[config.mk]
export PLATFORM = sky130hd
export DESIGN_NAME = held_note_stack_flat
export DESIGN_NICKNAME = d
export VERILOG_FILES = /design/src/hw/rtl/hns_pkg.sv /design/src/hw/rtl/hns_stream_if.sv /design/src/hw/rtl/held_note_stack.sv /design/src/hw/rtl/hns_ram.sv /design/src/hw/rtl/hns_dp.sv /design/src/hw/rtl/hns_ctrl.sv /design/src/flat_wrapper.sv
export SDC_FILE = /design/constraint.sdc
export NUM_CORES = 1
export LEC_CHECK = 0
export ABC_AREA = 1
export BUFFER_PORTS_ARGS = -buffer_cell sky130_fd_sc_hd__buf_2
export CAP_MARGIN = 10
export CELL_PAD_IN_SITES_DETAIL_PLACEMENT = 2
export CELL_PAD_IN_SITES_GLOBAL_PLACEMENT = 2
export CORE_AREA = 2 2 343 345
export DETAILED_ROUTE_END_ITERATION = 12
export DIE_AREA = 0 0 345 347
export PLACE_DENSITY = 0.84
export SYNTH_ARGS = -nofsm -noshare
export SYNTH_HDL_FRONTEND = slang
export SYNTH_SLANG_ARGS = --single-unit
[constraint.sdc]
create_clock -name clk -period 7.2 [get_ports clk]
set_input_delay 0.72 -clock clk [delete_from_list [all_inputs] [get_ports clk]]
set_output_delay 0.72 -clock clk [all_outputs]
set_load 0.05 [all_outputs]
[src/hw/rtl/hns_pkg.sv]
// Shared types and constants for the held note stack.
// Holds event codes, channel payload structs and controller/datapath command and status structs.
// No dependencies.
package hns_pkg;

	localparam logic [1:0] FUNC_NOTE_ON  = 2'd0;
	localparam logic [1:0] FUNC_NOTE_OFF = 2'd1;
	localparam logic [1:0] FUNC_ALL_OFF  = 2'd2;

	localparam int NOTE_W  = 7;
	localparam int HELD_W  = 8;

	typedef struct packed {
		logic [1:0]        func;
		logic [NOTE_W-1:0] note_number;
	} evt_t;

	typedef struct packed {
		logic              any_held;
		logic [NOTE_W-1:0] newest_note;
		logic [HELD_W-1:0] held_count;
	} res_t;

	typedef struct packed {
		logic load_evt;
		logic search_init;
		logic search_step;
		logic copy_init_full;
		logic copy_init_hit;
		logic copy_step;
		logic dec_count;
		logic push;
		logic clear_count;
		logic read_top;
		logic capture_top;
		logic load_res;
	} dp_cmd_t;

	typedef struct packed {
		logic [1:0] func;
		logic       empty;
		logic       full;
		logic       hit;
		logic       miss;
		logic       copy_done;
		logic       res_free;
	} dp_sts_t;

endpackage

[src/hw/rtl/hns_stream_if.sv]
// Valid/ready stream interface with a typed payload.
// Used for the event input and the result output; no dependencies.
interface hns_stream_if #(
	parameter type payload_t = logic
) ();
	logic     valid;
	logic     ready;
	payload_t data;

	modport source (output valid, output data, input ready);
	modport sink   (input valid, input data, output ready);
endinterface

[src/hw/rtl/held_note_stack.sv]
// Top level of the held note stack: last-note-priority stack of held note numbers.
// Depends on hns_pkg, hns_stream_if, hns_ctrl and hns_dp.
//
//   channel  dir  payload                                   transfer
//   evt      in   func, note_number                         valid & ready
//   res      out  any_held, newest_note, held_count         valid & ready
//
// One event at a time; the single read port and single write port of the slot RAM set the pace.
// Note-on pushes the note on top; when the stack is full the oldest note is dropped (shift down one slot per cycle).
// Note-off searches down from the top; a hit removes the newest matching note, shifts the slots above it
// down and rereads the top; all-notes-off clears the count; an unknown code changes nothing.
// Reset empties the stack at once; slots are never cleared.
// A result waiting in the output register holds only the final step of the next event.
module held_note_stack #(
	parameter int DEPTH = 128
) (
	input logic          clk,
	input logic          arst_n,
	hns_stream_if.sink   evt,
	hns_stream_if.source res
);
	import hns_pkg::*;

	dp_cmd_t cmd;
	dp_sts_t sts;
	evt_t    evt_data;
	res_t    res_data;

	assign evt_data = evt.data;
	assign res.data = res_data;

	hns_ctrl u_ctrl (
		.clk       (clk),
		.arst_n    (arst_n),
		.evt_valid (evt.valid),
		.evt_ready (evt.ready),
		.sts       (sts),
		.cmd       (cmd)
	);

	hns_dp #(
		.DEPTH (DEPTH)
	) u_dp (
		.clk       (clk),
		.arst_n    (arst_n),
		.evt_data  (evt_data),
		.cmd       (cmd),
		.sts       (sts),
		.res_valid (res.valid),
		.res_data  (res_data),
		.res_ready (res.ready)
	);

	a_busy_after_evt: assert property (@(posedge clk) disable iff (!arst_n)
		evt.valid && evt.ready |=> !evt.ready)
		else $error("ready not dropped after event transaction");

	a_one_read: assert property (@(posedge clk) disable iff (!arst_n)
		$onehot0({cmd.search_step, cmd.copy_step, cmd.read_top}))
		else $error("slot RAM read port claimed twice");

	a_res_loaded: assert property (@(posedge clk) disable iff (!arst_n)
		cmd.load_res |=> res.valid)
		else $error("result load did not raise valid");

	a_held_flag: assert property (@(posedge clk) disable iff (!arst_n)
		res.valid && (DEPTH < 256) |-> res_data.any_held == (res_data.held_count != 8'd0))
		else $error("any_held disagrees with held_count");

endmodule

[src/hw/rtl/hns_ram.sv]
// Generic single-write, single-read RAM with registered read data.
// Holds the note slots; no dependencies.
module hns_ram #(
	parameter int WIDTH = 7,
	parameter int DEPTH = 128
) (
	input  logic                     clk,
	input  logic                     we,
	input  logic [$clog2(DEPTH)-1:0] waddr,
	input  logic [WIDTH-1:0]         wdata,
	input  logic                     re,
	input  logic [$clog2(DEPTH)-1:0] raddr,
	output logic [WIDTH-1:0]         rdata
);

	logic [WIDTH-1:0] mem_q [DEPTH];

	always_ff @(posedge clk) begin
		if (we) begin
			mem_q[waddr] <= wdata;
		end
		if (re) begin
			rdata <= mem_q[raddr];
		end
	end

endmodule

[src/hw/rtl/hns_dp.sv]
// Datapath of the held note stack: slot RAM, count, scan pointer, top-of-stack and result register.
// Depends on hns_pkg and hns_ram.
module hns_dp #(
	parameter int DEPTH = 128
) (
	input  logic              clk,
	input  logic              arst_n,
	input  hns_pkg::evt_t     evt_data,
	input  hns_pkg::dp_cmd_t  cmd,
	output hns_pkg::dp_sts_t  sts,
	output logic              res_valid,
	output hns_pkg::res_t     res_data,
	input  logic              res_ready
);
	import hns_pkg::*;

	localparam int AW = $clog2(DEPTH);
	localparam int CW = $clog2(DEPTH + 1);

	logic [1:0]        func_q;
	logic [NOTE_W-1:0] note_q;
	logic [CW-1:0]     count_q;
	logic [CW-1:0]     ptr_q;
	logic [NOTE_W-1:0] top_q;
	logic              scan_end_q;
	logic              rd_valid_s1;
	logic [AW-1:0]     rd_addr_s1;
	logic              res_valid_q;
	res_t              res_q;

	logic              search_rd;
	logic              copy_rd;
	logic              re;
	logic [AW-1:0]     raddr;
	logic              we;
	logic [AW-1:0]     waddr;
	logic [NOTE_W-1:0] wdata;
	logic [NOTE_W-1:0] rdata;
	logic              match;
	logic [CW-1:0]     count_m1;
	logic [CW+HELD_W-1:0] count_ext;

	assign count_m1  = count_q - CW'(1);
	assign search_rd = cmd.search_step && !scan_end_q;
	assign copy_rd   = cmd.copy_step && (ptr_q < count_q);
	assign re        = search_rd || copy_rd || cmd.read_top;
	assign raddr     = cmd.read_top ? count_m1[AW-1:0] : ptr_q[AW-1:0];
	assign we        = (cmd.copy_step && rd_valid_s1) || cmd.push;
	assign waddr     = cmd.push ? count_q[AW-1:0] : rd_addr_s1 - AW'(1);
	assign wdata     = cmd.push ? note_q : rdata;
	assign match     = rd_valid_s1 && (rdata == note_q);
	assign count_ext = {{HELD_W{1'b0}}, count_q};

	hns_ram #(
		.WIDTH (NOTE_W),
		.DEPTH (DEPTH)
	) u_slots (
		.clk   (clk),
		.we    (we),
		.waddr (waddr),
		.wdata (wdata),
		.re    (re),
		.raddr (raddr),
		.rdata (rdata)
	);

	always_ff @(posedge clk) begin
		if (cmd.load_evt) begin
			func_q <= evt_data.func;
			note_q <= evt_data.note_number;
		end
		if (cmd.push) begin
			top_q <= note_q;
		end else if (cmd.capture_top) begin
			top_q <= rdata;
		end
		if (re) begin
			rd_addr_s1 <= raddr;
		end
		if (cmd.load_res) begin
			res_q.any_held    <= (count_q != '0);
			res_q.newest_note <= (count_q != '0) ? top_q : '0;
			res_q.held_count  <= count_ext[HELD_W-1:0];
		end
	end

	always_ff @(posedge clk or negedge arst_n) begin
		if (!arst_n) begin
			count_q     <= '0;
			ptr_q       <= '0;
			scan_end_q  <= 1'b0;
			rd_valid_s1 <= 1'b0;
			res_valid_q <= 1'b0;
		end else begin
			rd_valid_s1 <= re;
			if (cmd.clear_count) begin
				count_q <= '0;
			end else if (cmd.dec_count) begin
				count_q <= count_m1;
			end else if (cmd.push) begin
				count_q <= count_q + CW'(1);
			end
			if (cmd.search_init) begin
				ptr_q      <= count_m1;
				scan_end_q <= 1'b0;
			end else if (search_rd) begin
				if (ptr_q == '0) begin
					scan_end_q <= 1'b1;
				end else begin
					ptr_q <= ptr_q - CW'(1);
				end
			end else if (cmd.copy_init_full) begin
				ptr_q <= CW'(1);
			end else if (cmd.copy_init_hit) begin
				ptr_q <= CW'(rd_addr_s1) + CW'(1);
			end else if (copy_rd) begin
				ptr_q <= ptr_q + CW'(1);
			end
			if (cmd.load_res) begin
				res_valid_q <= 1'b1;
			end else if (res_ready) begin
				res_valid_q <= 1'b0;
			end
		end
	end

	assign sts.func      = func_q;
	assign sts.empty     = (count_q == '0);
	assign sts.full      = (count_q == CW'(DEPTH));
	assign sts.hit       = match;
	assign sts.miss      = rd_valid_s1 && !match && (rd_addr_s1 == '0);
	assign sts.copy_done = (ptr_q >= count_q) && !rd_valid_s1;
	assign sts.res_free  = !res_valid_q || res_ready;

	assign res_valid = res_valid_q;
	assign res_data  = res_q;

endmodule

[src/hw/rtl/hns_ctrl.sv]
// Controller state machine of the held note stack: sequences push, search, compaction and result.
// Depends on hns_pkg.
module hns_ctrl (
	input  logic              clk,
	input  logic              arst_n,
	input  logic              evt_valid,
	output logic              evt_ready,
	input  hns_pkg::dp_sts_t  sts,
	output hns_pkg::dp_cmd_t  cmd
);
	import hns_pkg::*;

	localparam logic [2:0] ST_IDLE    = 3'd0;
	localparam logic [2:0] ST_DECODE  = 3'd1;
	localparam logic [2:0] ST_SEARCH  = 3'd2;
	localparam logic [2:0] ST_COPY    = 3'd3;
	localparam logic [2:0] ST_PUSH    = 3'd4;
	localparam logic [2:0] ST_RDTOP   = 3'd5;
	localparam logic [2:0] ST_TOPWAIT = 3'd6;
	localparam logic [2:0] ST_FINISH  = 3'd7;

	logic [2:0] state_q;
	logic [2:0] state_d;

	always_ff @(posedge clk or negedge arst_n) begin
		if (!arst_n) begin
			state_q <= ST_IDLE;
		end else begin
			state_q <= state_d;
		end
	end

	always_comb begin
		cmd       = '0;
		evt_ready = 1'b0;
		state_d   = state_q;
		unique case (state_q)
			ST_IDLE: begin
				evt_ready = 1'b1;
				if (evt_valid) begin
					cmd.load_evt = 1'b1;
					state_d      = ST_DECODE;
				end
			end
			ST_DECODE: begin
				unique case (sts.func)
					FUNC_NOTE_ON: begin
						if (sts.full) begin
							cmd.copy_init_full = 1'b1;
							state_d            = ST_COPY;
						end else begin
							state_d = ST_PUSH;
						end
					end
					FUNC_NOTE_OFF: begin
						if (sts.empty) begin
							state_d = ST_FINISH;
						end else begin
							cmd.search_init = 1'b1;
							state_d         = ST_SEARCH;
						end
					end
					FUNC_ALL_OFF: begin
						cmd.clear_count = 1'b1;
						state_d         = ST_FINISH;
					end
					default: begin
						state_d = ST_FINISH;
					end
				endcase
			end
			ST_SEARCH: begin
				if (sts.hit) begin
					cmd.copy_init_hit = 1'b1;
					state_d           = ST_COPY;
				end else if (sts.miss) begin
					state_d = ST_FINISH;
				end else begin
					cmd.search_step = 1'b1;
				end
			end
			ST_COPY: begin
				if (sts.copy_done) begin
					cmd.dec_count = 1'b1;
					state_d       = (sts.func == FUNC_NOTE_ON) ? ST_PUSH : ST_RDTOP;
				end else begin
					cmd.copy_step = 1'b1;
				end
			end
			ST_PUSH: begin
				cmd.push = 1'b1;
				state_d  = ST_FINISH;
			end
			ST_RDTOP: begin
				if (sts.empty) begin
					state_d = ST_FINISH;
				end else begin
					cmd.read_top = 1'b1;
					state_d      = ST_TOPWAIT;
				end
			end
			ST_TOPWAIT: begin
				cmd.capture_top = 1'b1;
				state_d         = ST_FINISH;
			end
			ST_FINISH: begin
				if (sts.res_free) begin
					cmd.load_res = 1'b1;
					state_d      = ST_IDLE;
				end
			end
			default: begin
				state_d = ST_IDLE;
			end
		endcase
	end

endmodule

[src/flat_wrapper.sv]
// flat-port wrapper written by rule: the top's interface ports become plain ports
module held_note_stack_flat import hns_pkg::*;
#(
	parameter int DEPTH = 128
)
  (clk, arst_n, evt_valid, evt_data, evt_ready, res_valid, res_data, res_ready);
  hns_stream_if #(.payload_t(evt_t)) evt_i ();
  hns_stream_if #(.payload_t(res_t)) res_i ();
  input logic clk;
  input logic arst_n;
  input wire logic [$bits(evt_i.valid)-1:0] evt_valid;
  input wire logic [$bits(evt_i.data)-1:0] evt_data;
  output wire logic [$bits(evt_i.ready)-1:0] evt_ready;
  output wire logic [$bits(res_i.valid)-1:0] res_valid;
  output wire logic [$bits(res_i.data)-1:0] res_data;
  input wire logic [$bits(res_i.ready)-1:0] res_ready;
  assign evt_i.valid = evt_valid;
  assign evt_i.data = evt_data;
  assign evt_ready = evt_i.ready;
  assign res_valid = res_i.valid;
  assign res_data = res_i.data;
  assign res_i.ready = res_ready;
  held_note_stack #(.DEPTH(DEPTH)) u_core (.clk(clk), .arst_n(arst_n), .evt(evt_i), .res(res_i));
endmodule
==> metrics.md <==
| Metric | Value |
|---|---|
| Run status | finished, final reports clean |
| CTS Sinks | between 900 and 1000 |
| Sequential power share | 0.311 |
| Max Cap Violations | 0 |
| Fmax achieved | 198 MHz |
| Final Hold Viols | 0 |
| Worst Tran Pin Value | 1.31 ns |
| Initial antenna violation count | 0 |
| Worst Reg-to-Reg Cells | 16 |
| Synth Area in Compound Gates | 0.0103 |
| Pre-CTS setup slack | 2.42 ns |
| Gr usage total | 0.265 |
| Fraction of power spent switching nets | 0.477 |
| Layout area overhead | 11.4% |
| GP Congestion | 0.847 |
| FF/Latch Area | 28800 µm² |
| Synth Area in XOR/XNOR | 0.00380 |
| Share of power burned in combinational logic | 0.475 |
| First-pass DRT Iterations | 5 |
| Reg-to-Reg End | u_core.u_dp.u_slots.rdata[5]$_DFFE_PP_ |
| Crit path required time | 7.66 ns |
| CTS tree | done |
| Die X | 345 µm |
| Tcrit/Tclk final | 0.701 |
| Worst path arrival time | 5.51 ns |
| Mux cell area share after synthesis | 0 |
| Clock Latency Late Sink | 0.71 ns |
| Post-DRT Antenna Nets | 0 |
| Setup Buffers After CTS | 0 |
| Ys Warns | 0 |
| R2r setup slk | 2.15 ns |
| P_sw | 12.1 mW |
| Starting Density | 0.378 |
| Max IR drop VDD | ~0.00047 V |
| Fin util | 0.421 |
| DR WL/cell | 26.5 µm |
| Area post-placement | 45500 µm² |
| Multi-input logic area | 10600 µm² |
| Number of vias per cell | 5.49 |
| Setup TNS | 0 ns |
| Most frequent cells in the layout | nand2_1, edfxtp_1, nand3_1 |
| Global-route wire length before repair | ~240000 µm |
| IO Port Bufs | 30 |
| CTS resizes | 0 |
| Die area | roughly 120000 µm² |
| Share of cells above drive strength 1 | 0.0528 |
| PnR worst setup slack | approximately 2.2 ns |
| Post-Synthesis Cells | about 4500 |
| Clock network fraction of design power | 0.214 |
| CTS Buf Count | roughly 110 |
| Fill cell count | 12200 |
| Worst-path clk slew | 0.07 ns |
| P_leak | 20.5 nW |
| Seq/Total Area, Yosys | 0.659 |
| Setup Crit Path Kind | reg -> reg |
| Largest family of logic cells by synthesized area | simple AND/OR/NAND/NOR gates |
| Crit path capture type | flip-flop |
| Most common cell after layout, fill and taps aside | nand2_1 |
| I/O pins | 31 |
| Skew final | about 0.040 ns |
| HP Class | in -> async |
| Setup-failing EPs final | 0 |
| Diodes inserted | 0 |
| Rel. slew slack | 0.123 |
| Cell Area, Synth | around 44000 µm² |
| Syn nets | 4486 |
| Post-Synth Adder-Cell Area | 0.00429 |
| CP max FO | 76 |
| DRT iter0 DRCs | 2765 |
| Global route overflow | 0 |
| Fin nets | about 4500 |
| Die Height | 347 µm |
| Cts hold-fix bufs | 0 |
| Cell Rows | roughly 130 |
| RSZ-0062 raised after global routing | false |
| #FFs+latches synth | between 900 and 1000 |
| CTS H-Tree Depth | 3 |
| Syn avg cell area | 9.82 µm² |
| Cell area after layout | 48800 µm² |
| DP HPWL | between 90000 and 100000 µm |
| Routed Wire Length | 160000 µm |
| Vias in the first global route | 37200 |
| Simple-gate share of the synthesized area | 0.221 |
| Yosys cell types | 39 |
| Crit path launch type | flip-flop |
| Cell Pwr Density | ~520 nW/µm² |
| Max clock buf depth | 3 |
| P_int | 13.2 mW |
| DRC violations left | 0 |
| Via Count | 33100 |
| Min Hold Slack | 0.0322 ns |
| Placeable Area | 116000 µm² |
| R2r startpoint | u_core.u_dp.count_q[0]$_DFFE_PN0P_ |
| Root buffer cell | clkbuf_16 |
| Largest net degree at the start of global routing | around 120 |
| Slew Limit Fails | 0 |
| Fin crit period | 5.05 ns |
==> flip-flops by register name (all words and copies together), names as in the netlist, 3 cells and up <==
| name | cells |
|---|---|
| u_core.u_dp.count_q | 8 |
| u_core.u_dp.rd_addr_s1 | 7 |
| u_core.u_dp.top_q | 7 |
| u_core.u_dp.u_slots.mem_q | 896 |
| u_core.u_dp.u_slots.rdata | 7 |
| u_core.u_dp.ptr_q | 8 |
| u_core.u_ctrl.state_q | 3 |
| u_core.u_dp.res_data | 16 |
| u_core.u_dp.note_q | 7 |
==> cell families after synthesis <==
group / count (synthesis)
simple gates: 2240
buf+inv: 1146
flops: 964
compound gates: 74
xor+xnor: 19
fa+ha+maj: 15
==> layer usage <==
layer / part of all wire / track usage
met3: 0.056 / 0.0348
met1: 0.39 / 0.325
met5: 0 / 0
met2: 0.51 / 0.470
met4: 0.042 / 0.113
==> cell usage after synthesis <==
master       n  area, µm²
buf_4        2       15.0
o21ai_0     33        165
o31ai_1      1       7.51
nand3_1    936       4680
buf_2      131        656
o211ai_1     4       30.0
o21a_1       4       30.0
nor2_1     197        739
edfxtp_1   942      28300
nand4_1      6       37.5
clkbuf_1    76        285
nor3b_1      2       15.0
a21oi_1     14       70.1
o22ai_1      1       6.26
xor2_1      13        114
a31oi_1      3       18.8
o21ai_1      4       20.0
buf_1        7       26.3
a22oi_1      1       7.51
nor3_4       1       16.3
nand2_1   1079       4050
or2_2        6       37.5
clkinv_1     3       11.3
and3_1       2       12.5
inv_1      924       3470
o21ai_2      2       17.5
a32o_1       2       20.0
ha_1        15        188
dfrtp_1     22        551
inv_2        3       11.3
a221oi_1     1       8.76
a41oi_1      1       8.76
nand3b_1     1       7.51
nor2b_1      1       6.26
xnor2_1      6       52.6
o21ai_4      2       32.5
a211oi_1     1       7.51
nor4_1       2       12.5
nor3_1       7       35.0
==> critical path, stage by stage, from the launching register on <==
cell      delay, ns
dfrtp_1        0.43
clkinv_1       0.19
ha_1           0.23
nand2_1        0.13
o21ai_2        0.62
nand2_1        0.60
nand2_4        0.50
buf_4          0.79
nand2_1        0.20
nand3_1        0.19
nand3_1        0.16
nand3_1        0.15
nand3_1        0.10
nand3_1        0.12
nand2_1        0.12
nand2_1        0.10
nand2_1        0.07
==> worst max-delay path by stage <==
| stage | startpoint | end |
|---|---|---|
| 3_5_place_dp | u_core.u_dp.count_q[0]$_DFFE_PN0P_ | u_core.u_dp.u_slots.rdata[5]$_DFFE_PP_ |
| 6_report | u_core.u_dp.count_q[0]$_DFFE_PN0P_ | u_core.u_dp.u_slots.rdata[5]$_DFFE_PP_ |
| 5_1_grt | u_core.u_dp.count_q[0]$_DFFE_PN0P_ | u_core.u_dp.u_slots.rdata[1]$_DFFE_PP_ |
| 3_3_place_gp | u_core.u_dp.count_q[0]$_DFFE_PN0P_ | u_core.u_dp.u_slots.rdata[2]$_DFFE_PP_ |
| 2_1_floorplan | u_core.u_ctrl.state_q[1]$_DFFE_PN0P_ | u_core.u_dp.top_q[0]$_DFFE_PP_ |
| 4_1_cts | u_core.u_dp.count_q[0]$_DFFE_PN0P_ | u_core.u_dp.u_slots.rdata[5]$_DFFE_PP_ |
==> metrics by stage <==
step | power [mW] | std cells
floorplan | 14.9 | 4458
global placement | 19.0 | 5841
detailed placement | 19.6 | 5842
CTS | 25.2 | 6033
global route | 26.3 | 6034
finish | 25.3 | 6034
==> layout make-up <==
type	count	area share
inverters	930	0.0717
repair buffers	77	0.0131
clock inverters	50	0.00939
flip-flops and latches	964	0.591
well taps	1524	0.0391
clock buffers	141	0.0584
multi-input cells	2348	0.217
==> power by group through the flow <==
stage	Clock [mW]	Combinational, mW	Sequential [mW]
detailed placement	0	11.6	7.99
CTS	5.46	11.9	7.87
floorplan	0	6.62	8.26
finish	5.41	12.0	7.88
global route	5.66	12.8	7.90
global placement	0	11.0	7.96
Note: power is estimated with default switching activity, not from simulation.
